<file path="src/sv/mer_pkg.sv">
// Shared constants for the midpoint ellipse rasterizer.
// Widths, phase codes and stream packing; no dependencies.
`timescale 1ns / 1ps
package mer_pkg;

	localparam int COORD_BITS = 12;

	localparam int CoordW = COORD_BITS;
	localparam int AxisW  = COORD_BITS - 1;
	localparam int OffW   = COORD_BITS;
	localparam int SqW    = 2 * AxisW;
	localparam int ProdW  = SqW + OffW;
	localparam int PixW   = COORD_BITS + 2;
	localparam int QuadW  = 2;
	localparam int DecW   = 48;

	localparam int SFieldW = 2 * CoordW + 2 * AxisW;
	localparam int SDataW  = ((SFieldW + 7) / 8) * 8;
	localparam int MFieldW = 2 * PixW + QuadW;
	localparam int MDataW  = ((MFieldW + 7) / 8) * 8;

	typedef logic [1:0] phase_t;
	localparam phase_t PH_IDLE = 2'd0;
	localparam phase_t PH_REG1 = 2'd1;
	localparam phase_t PH_REG2 = 2'd2;
	localparam phase_t PH_DONE = 2'd3;

	localparam logic OP_START   = 1'b0;
	localparam logic OP_ADVANCE = 1'b1;

endpackage

</file>
<file path="src/sv/midpoint_ellipse_rasterizer_top.sv">
// Midpoint ellipse rasterizer: sequencer around one shared multiplier.
// Depends on mer_pkg.
`timescale 1ns / 1ps

// A start beat (tuser = 0) loads center and semi-axes and returns nothing.
// Each advance beat (tuser = 1) returns the next boundary point as four pixel
// beats, quadrants 0..3, the fourth with tlast; once the curve is finished it
// returns one beat with tuser = 1 and tlast. An advance waits out any output
// stall, and at the change from the x-stepping to the y-stepping region it
// also runs the region-2 setup before its test. All squares, decision tests
// and decision updates go through one 22x12 multiplier with a registered
// product, one operation per cycle. s_tready is high only between items.
module midpoint_ellipse_rasterizer_top (
	input  logic                       clk,
	input  logic                       arst_n,
	input  logic                       s_tvalid,
	output logic                       s_tready,
	// center_x, center_y, semi_a, semi_b (from bit 0), zero padded
	input  logic [mer_pkg::SDataW-1:0] s_tdata,
	// op
	input  logic                       s_tuser,
	output logic                       m_tvalid,
	input  logic                       m_tready,
	// pixel_x, pixel_y, quadrant (from bit 0), zero padded
	output logic [mer_pkg::MDataW-1:0] m_tdata,
	// done_res
	output logic                       m_tuser,
	output logic                       m_tlast
);

	localparam logic [3:0] ST_READY = 4'd0;
	localparam logic [3:0] ST_SQA   = 4'd1;
	localparam logic [3:0] ST_SQB   = 4'd2;
	localparam logic [3:0] ST_SQC   = 4'd3;
	localparam logic [3:0] ST_I0    = 4'd4;
	localparam logic [3:0] ST_I1    = 4'd5;
	localparam logic [3:0] ST_A1    = 4'd6;
	localparam logic [3:0] ST_A2    = 4'd7;
	localparam logic [3:0] ST_A3    = 4'd8;
	localparam logic [3:0] ST_EMIT  = 4'd9;
	localparam logic [3:0] ST_U1    = 4'd10;
	localparam logic [3:0] ST_U2    = 4'd11;
	localparam logic [3:0] ST_U3    = 4'd12;
	localparam logic [3:0] ST_U4    = 4'd13;
	localparam logic [3:0] ST_U5    = 4'd14;
	localparam logic [3:0] ST_DONEO = 4'd15;

	localparam int CX_LO = 0;
	localparam int CY_LO = CX_LO + mer_pkg::CoordW;
	localparam int SA_LO = CY_LO + mer_pkg::CoordW;
	localparam int SB_LO = SA_LO + mer_pkg::AxisW;

	logic [3:0]                  state_q;
	mer_pkg::phase_t             phase_q;
	logic [mer_pkg::CoordW-1:0]  cc_q, cr_q;
	logic [mer_pkg::AxisW-1:0]   axis_a_q, axis_b_q;
	logic [mer_pkg::SqW-1:0]     asq_q, bsq_q;
	logic [mer_pkg::OffW-1:0]    x_q, y_q;
	logic signed [mer_pkg::DecW-1:0] dec_q;
	logic [mer_pkg::ProdW-1:0]   prod_q, p1_q;
	logic                        pos_q;
	logic [mer_pkg::QuadW-1:0]   quad_q;

	logic                        out_valid_q;
	logic [mer_pkg::PixW-1:0]    out_px_q, out_py_q;
	logic [mer_pkg::QuadW-1:0]   out_quad_q;
	logic                        out_last_q, out_done_q;

	logic                        reg2;
	logic [mer_pkg::SqW-1:0]     sq_maj, sq_min;
	logic [mer_pkg::OffW-1:0]    off_maj, off_min;
	logic [mer_pkg::SqW-1:0]     mul_a;
	logic [mer_pkg::OffW-1:0]    mul_b;
	logic [mer_pkg::ProdW-1:0]   mul_p;
	logic                        out_free;
	logic                        out_load;
	logic                        in_acc;
	logic [mer_pkg::PixW-1:0]    pix_x, pix_y;

	// Region 1 steps x against b^2, region 2 steps y against a^2.
	assign reg2    = (phase_q == mer_pkg::PH_REG2);
	assign sq_maj  = reg2 ? asq_q : bsq_q;
	assign sq_min  = reg2 ? bsq_q : asq_q;
	assign off_maj = reg2 ? y_q : x_q;
	assign off_min = reg2 ? x_q : y_q;

	assign s_tready = (state_q == ST_READY);
	assign in_acc   = s_tvalid && s_tready;
	assign out_free = !out_valid_q || m_tready;
	assign out_load = out_free && (state_q == ST_EMIT || state_q == ST_DONEO);

	always_comb begin
		unique case (state_q)
			ST_SQA: begin
				mul_a = mer_pkg::SqW'(axis_a_q);
				mul_b = mer_pkg::OffW'(axis_a_q);
			end
			ST_SQB: begin
				mul_a = mer_pkg::SqW'(axis_b_q);
				mul_b = mer_pkg::OffW'(axis_b_q);
			end
			ST_A1, ST_U1: begin
				mul_a = sq_maj;
				mul_b = off_maj;
			end
			ST_U2: begin
				mul_a = sq_maj;
				mul_b = mer_pkg::OffW'(4);
			end
			default: begin
				mul_a = sq_min;
				mul_b = off_min;
			end
		endcase
	end

	assign mul_p = mul_a * mul_b;

	always_comb begin
		if (quad_q[0] ^ quad_q[1]) begin
			pix_x = mer_pkg::PixW'(cc_q) - mer_pkg::PixW'(x_q);
		end else begin
			pix_x = mer_pkg::PixW'(cc_q) + mer_pkg::PixW'(x_q);
		end
		if (quad_q[1]) begin
			pix_y = mer_pkg::PixW'(cr_q) - mer_pkg::PixW'(y_q);
		end else begin
			pix_y = mer_pkg::PixW'(cr_q) + mer_pkg::PixW'(y_q);
		end
	end

	always_ff @(posedge clk) begin
		prod_q <= mul_p;
	end

	always_ff @(posedge clk or negedge arst_n) begin
		if (!arst_n) begin
			state_q     <= ST_READY;
			phase_q     <= mer_pkg::PH_IDLE;
			quad_q      <= '0;
			out_valid_q <= 1'b0;
		end else begin
			if (out_load) begin
				out_valid_q <= 1'b1;
			end else if (m_tready) begin
				out_valid_q <= 1'b0;
			end
			unique case (state_q)
				ST_READY: begin
					if (in_acc) begin
						if (s_tuser == mer_pkg::OP_START) begin
							phase_q <= mer_pkg::PH_REG1;
							state_q <= ST_SQA;
						end else if (phase_q == mer_pkg::PH_REG1 ||
							phase_q == mer_pkg::PH_REG2) begin
							state_q <= ST_A1;
						end else begin
							phase_q <= mer_pkg::PH_DONE;
							state_q <= ST_DONEO;
						end
					end
				end
				ST_SQA: state_q <= ST_SQB;
				ST_SQB: state_q <= ST_SQC;
				ST_SQC: state_q <= ST_I0;
				ST_I0:  state_q <= ST_I1;
				ST_I1: begin
					if (reg2) begin
						state_q <= ST_A1;
					end else begin
						if (axis_a_q == '0 || axis_b_q == '0) begin
							phase_q <= mer_pkg::PH_DONE;
						end
						state_q <= ST_READY;
					end
				end
				ST_A1: state_q <= ST_A2;
				ST_A2: state_q <= ST_A3;
				ST_A3: begin
					if (p1_q <= prod_q) begin
						quad_q  <= '0;
						state_q <= ST_EMIT;
					end else if (!reg2) begin
						phase_q <= mer_pkg::PH_REG2;
						state_q <= ST_I0;
					end else begin
						phase_q <= mer_pkg::PH_DONE;
						state_q <= ST_DONEO;
					end
				end
				ST_EMIT: begin
					if (out_free) begin
						quad_q <= quad_q + 1'b1;
						if (quad_q == mer_pkg::QuadW'(3)) begin
							state_q <= ST_U1;
						end
					end
				end
				ST_U1: state_q <= ST_U2;
				ST_U2: state_q <= ST_U3;
				ST_U3: state_q <= pos_q ? ST_U4 : ST_READY;
				ST_U4: state_q <= ST_U5;
				ST_U5: state_q <= ST_READY;
				ST_DONEO: begin
					if (out_free) begin
						state_q <= ST_READY;
					end
				end
				default: state_q <= ST_READY;
			endcase
		end
	end

	// Datapath registers; no reset needed.
	always_ff @(posedge clk) begin
		unique case (state_q)
			ST_READY: begin
				if (in_acc && s_tuser == mer_pkg::OP_START) begin
					cc_q     <= s_tdata[CX_LO +: mer_pkg::CoordW];
					cr_q     <= s_tdata[CY_LO +: mer_pkg::CoordW];
					axis_a_q <= s_tdata[SA_LO +: mer_pkg::AxisW];
					axis_b_q <= s_tdata[SB_LO +: mer_pkg::AxisW];
					x_q      <= '0;
					y_q      <= mer_pkg::OffW'(s_tdata[SB_LO +: mer_pkg::AxisW]);
				end
			end
			ST_SQB: asq_q <= prod_q[mer_pkg::SqW-1:0];
			ST_SQC: bsq_q <= prod_q[mer_pkg::SqW-1:0];
			ST_I0: begin
				dec_q <= $signed(mer_pkg::DecW'({sq_maj, 2'b00}) +
					mer_pkg::DecW'(sq_min));
			end
			ST_I1: begin
				dec_q <= dec_q - $signed(mer_pkg::DecW'({prod_q, 2'b00}));
			end
			ST_A2: p1_q <= prod_q;
			ST_A3: begin
				pos_q <= (dec_q > 0);
				if (p1_q > prod_q && !reg2) begin
					// enter region 2 at (a, 0)
					x_q <= mer_pkg::OffW'(axis_a_q);
					y_q <= '0;
				end
			end
			ST_EMIT: begin
				if (out_free) begin
					out_px_q   <= pix_x;
					out_py_q   <= pix_y;
					out_quad_q <= quad_q;
					out_last_q <= (quad_q == mer_pkg::QuadW'(3));
					out_done_q <= 1'b0;
					if (quad_q == mer_pkg::QuadW'(3)) begin
						if (reg2) begin
							y_q <= y_q + 1'b1;
						end else begin
							x_q <= x_q + 1'b1;
						end
					end
				end
			end
			ST_U2: begin
				dec_q <= dec_q + $signed(mer_pkg::DecW'({prod_q, 3'b000}));
			end
			ST_U3: begin
				dec_q <= dec_q + $signed(mer_pkg::DecW'(prod_q));
				if (pos_q) begin
					if (reg2) begin
						x_q <= x_q - 1'b1;
					end else begin
						y_q <= y_q - 1'b1;
					end
				end
			end
			ST_U5: begin
				dec_q <= dec_q - $signed(mer_pkg::DecW'({prod_q, 3'b000}));
			end
			ST_DONEO: begin
				if (out_free) begin
					out_px_q   <= '0;
					out_py_q   <= '0;
					out_quad_q <= '0;
					out_last_q <= 1'b1;
					out_done_q <= 1'b1;
				end
			end
			default: begin
			end
		endcase
	end

	assign m_tvalid = out_valid_q;
	assign m_tdata  = {{(mer_pkg::MDataW - mer_pkg::MFieldW){1'b0}},
		out_quad_q, out_py_q, out_px_q};
	assign m_tuser  = out_done_q;
	assign m_tlast  = out_last_q;

	a_done_beat: assert property (@(posedge clk) disable iff (!arst_n)
		m_tvalid && m_tuser |-> m_tlast && (m_tdata == '0))
		else $error("done beat carries pixel data or lacks tlast");

	a_last_quad: assert property (@(posedge clk) disable iff (!arst_n)
		m_tvalid && !m_tuser |-> (m_tlast == (out_quad_q == mer_pkg::QuadW'(3))))
		else $error("tlast not on quadrant 3 of a point");

	a_ready_run_end: assert property (@(posedge clk) disable iff (!arst_n)
		s_tready |-> !(m_tvalid && !m_tlast))
		else $error("input taken while a point is only partly sent");

	a_phase_sticky: assert property (@(posedge clk) disable iff (!arst_n)
		(phase_q != mer_pkg::PH_IDLE) |=> (phase_q != mer_pkg::PH_IDLE))
		else $error("phase fell back to idle");

endmodule
</file>
<file path="config.mk">
export PLATFORM = sky130hd
export DESIGN_NAME = midpoint_ellipse_rasterizer_top
export DESIGN_NICKNAME = d
export VERILOG_FILES = /design/src/sv/mer_pkg.sv /design/src/sv/midpoint_ellipse_rasterizer_top.sv
export SDC_FILE = /design/constraint.sdc
export NUM_CORES = 2
export LEC_CHECK = 0
export BUFFER_PORTS_ARGS = -buffer_cell sky130_fd_sc_hd__buf_2
export CELL_PAD_IN_SITES_DETAIL_PLACEMENT = 0
export CELL_PAD_IN_SITES_GLOBAL_PLACEMENT = 1
export CORE_ASPECT_RATIO = 0.9
export CORE_MARGIN = 2
export CORE_UTILIZATION = 30
export DETAILED_ROUTE_END_ITERATION = 7
export PLACE_DENSITY_LB_ADDON = 0.1
export RECOVER_POWER = 50
export SYNTH_ARGS = -nofsm -noshare
export SYNTH_HDL_FRONTEND = slang
export SYNTH_SLANG_ARGS = --single-unit
</file>
<file path="constraint.sdc">
create_clock -name clk -period 18.35 [get_ports clk]
set_input_delay 3.67 -clock clk [delete_from_list [all_inputs] [get_ports clk]]
set_output_delay 3.67 -clock clk [all_outputs]
set_load 0.02 [all_outputs]
</file>
==> key figures <==
Placement
  – Inst Count DP: 4799
  – Post-DP HPWL: between 80000 and 90000 um
  – Gpl congestion: 0.8541
  – I/O Buffers: between 80 and 90

Cells and area
  – Share of layout cells above drive strength 1: 7.200%
  – Syn-to-layout area delta: 11.06%
  – Post-Route Utilization: around a third
  – Nets: 4056
  – # diodes: 0
  – Non-Filler Instances: 4870

Route
  – Vias: 25470
  – Initial DRC Count: ~1700
  – Average wire per standard cell: 21.62 um
  – DR pass1 iterations: 5
  – Routed vias/inst: 5.229
  – WL final: 105300 um
  – Post-route antenna net violation count: 0
  – DRC viols: 0

Floorplanning
  – Die width: 340.4 um
  – Die area: 104400 sq um
  – Die Y: roughly 310 um
  – Core area: just over 100000 sq um
  – Initial Util: 30.14%
  – Core Rows: roughly 110
  – IO Count: a little under 90

STA
  – Post-layout min period: 9.466 ns
  – Worst slew pin tran: 3.547 ns
  – # setup viols final: 0
  – Final Max Slew Viols: 255
  – Clock Skew: around 0.025 ns
  – Final Hold Slack: 0.5134 ns
  – Worst slew margin: -136.5%
  – Unrepaired setup endpoints after global routing: no
  – Fin crit share: 51.58%
  – Setup TNS: 0 ns
  – Final hold vios: 0
  – Max Clk Rate: ~0.11 GHz

Synth
  – Cell Area, Synth: 30560 sq um
  – Post-Syn Instances: 3432
  – Main synth FF type: edfxtp_1
  – Register area share after synthesis: about a quarter
  – Yosys Warn Count: 0
  – Asr flop ratio synth: 3.309%
  – Syn Area/Cell: just under 9 sq um
  – Distinct cells, synth: 84
  – #FFs+latches synth: between 200 and 300
  – Number of synthesized flops with an enable pin: 229

Global route
  – Antenna violations before repair: 0
  – First-pass GRT wire length: around 160000 um
  – Tot GR Track Use: between 20% and 30%
  – Vias in the first global route: 26190
  – GRT overflow: 0
  – Largest net degree at the start of global routing: 59

CTS
  – Cts hold-fix bufs: 0
  – Clock root cell: clkbuf_16
  – H-tree levels: 2
  – Deepest clock path buffer count: 3
  – # Post-CTS Setup Buffers: 0
  – Clock transition at path regs: 0.06 ns
  – CTS tree: built
  – Clk_lat worst skew: 0.60 ns
  – CTS Buf Count: 39
  – Resize count post-CTS: 0
  – # clock sinks: 272

Critical path
  – R2R setup slack: 8.88 ns
  – CP Class: reg2reg
  – Worst Reg2Reg Path Length in Cells: 26
  – Worst Path Required: 18.87 ns
  – Critical Path Fanout Max: 38
  – CP Capture Point: prod_q[33]
  – Worst r2r src: state_q[0]
  – Critical path startpoint category: flip-flop
  – Crit end category: flip-flop
  – CP arrival: 9.99 ns
  – R2R Path End: prod_q[33]
  – Crit path from: state_q[0]

Run status
  – Failing checks: capacitance limit, slew limit
  – Outcome: finished with violations

Job
  – Max Cap Violations: 7

Hold path
  – Hold Crit Class: reg2reg
metal layers:
layer / part of all wire (%) / up-vias / track usage [%]
li1: - / 12110 / -
met1: 49 / 12690 / 29.07
met2: 45 / 577 / 32.94
met3: 4.2 / 90 / 2.516
met4: 1.7 / 0 / 3.883
met5: 0 / - / 0
through the flow:
step                      area (sq um)  worst slack, ns
final                            33940            8.884
after global placement           32680            9.595
after detailed placement         32680            9.553
after floorplan                  30560            10.53
after CTS                        33990            9.514
after global routing             33940            8.288
cell usage in the layout, fill, tap and decap left out, types with 38 or more instances in the layout:
master	Yosys	layout
nor2_1	242	238
fa_1	210	210
nand2_1	350	350
mux2i_1	38	38
ha_1	309	308
edfxtp_1	229	229
nor2b_1	42	42
clkbuf_16	0	41
a21oi_1	250	246
nor3_1	51	48
a21o_1	108	108
buf_2	8	83
buf_4	2	38
xor2_1	75	75
nand3_1	65	63
xnor2_1	149	149
o21ai_0	148	148
nand2b_1	43	43
and2_1	59	57
inv_1	407	406
cell usage after synthesis (8+ instances only):
cell type,number,share of area (%)
a211o_1,10,0.29
a211oi_1,30,0.74
a21o_1,108,2.7
a21oi_1,250,4.1
a221o_1,26,0.85
a221oi_1,11,0.32
a22oi_1,23,0.57
a31oi_1,24,0.49
and2_1,59,1.2
and3_1,25,0.51
buf_1,8,0.098
buf_2,8,0.13
clkbuf_1,105,1.3
dfrtp_1,9,0.74
dfxtp_1,34,2.2
edfxtp_1,229,23
fa_1,210,14
ha_1,309,13
inv_1,407,5.0
mux2_2,21,0.77
mux2i_1,38,1.2
nand2_1,350,4.3
nand2b_1,43,0.88
nand3_1,65,1.1
nand4_1,28,0.57
nor2_1,242,3.0
nor2b_1,42,0.86
nor3_1,51,0.84
nor4_1,26,0.53
o211ai_1,13,0.32
o21a_1,26,0.64
o21ai_0,148,2.4
o21bai_1,37,0.91
o221ai_1,16,0.46
o22ai_1,37,0.76
o31ai_1,19,0.47
or3_1,12,0.25
xnor2_1,149,4.3
xor2_1,75,2.1
layout make-up:
type / count / area [sq um]
multi-input cells: 2629 / 20870
clock buffers: 47 / 1069
repair buffers: 133 / 745.7
flip-flops and latches: 272 / 7782
inverters: 409 / 1535
well taps: 1356 / 1697
clock inverters: 24 / 242.7
fillers: 10620 / 67450
flip-flops by register name, indices dropped and copies added, names as in the netlist:
signal	count
axis_a_q	11
prod_q	34
m_tuser	1
out_py_q	14
state_q	4
m_tlast	1
bsq_q	22
pos_q	1
dec_q	48
p1_q	34
out_px_q	14
quad_q	2
axis_b_q	11
y_q	12
x_q	12
cc_q	12
asq_q	22
m_tvalid	1
out_quad_q	2
phase_q	2
cr_q	12
worst min-delay path by stage:
| stage | startpoint | to | depth (start not counted) |
|---|---|---|---|
| 2_1_floorplan | prod_q[24] | p1_q[24] | 0 |
| 3_3_place_gp | prod_q[24] | p1_q[24] | 0 |
| 3_5_place_dp | prod_q[24] | p1_q[24] | 0 |
| 4_1_cts | prod_q[24] | p1_q[24] | 0 |
| 5_1_grt | prod_q[24] | p1_q[24] | 0 |
| 6_report | prod_q[24] | p1_q[24] | 0 |
cells by family after synthesis:
kind of cell	Yosys count	synth area share [%]
AO/OA/AOI/OAI	862	18.61
XOR/XNOR	224	6.420
adder cells (fa/ha/maj)	519	26.41
buffers and inverters	532	6.592
flip-flops	272	25.47
multiplexers	59	2.019
other	1	0.01227
AND/OR/NAND/NOR	963	14.47
worst max-delay path, cell delays in order (launching register included):
cell and delay (ns):
dfrtp_1 0.82, nor2b_1 0.21, buf_4 0.19, nand2_1 0.20, and2_1 0.20, clkbuf_1 0.70
a21oi_1 0.61, nor2_1 0.20, nor3_4 0.79, nand2_1 0.18, fa_1 0.49, fa_1 0.51
fa_1 0.49, inv_1 0.06, fa_1 0.50, fa_1 0.51, ha_1 0.25, or2_0 0.26
or4_4 0.55, a31o_1 0.29, a211o_1 0.42, a21oi_2 0.21, o31ai_2 0.16, a41oi_2 0.22
nand2b_1 0.09, a21oi_2 0.14, xnor2_1 0.12
Power is left out: the tool's default activity adds up to more than one toggle a clock period on the data nets, which glitch-free logic cannot reach.
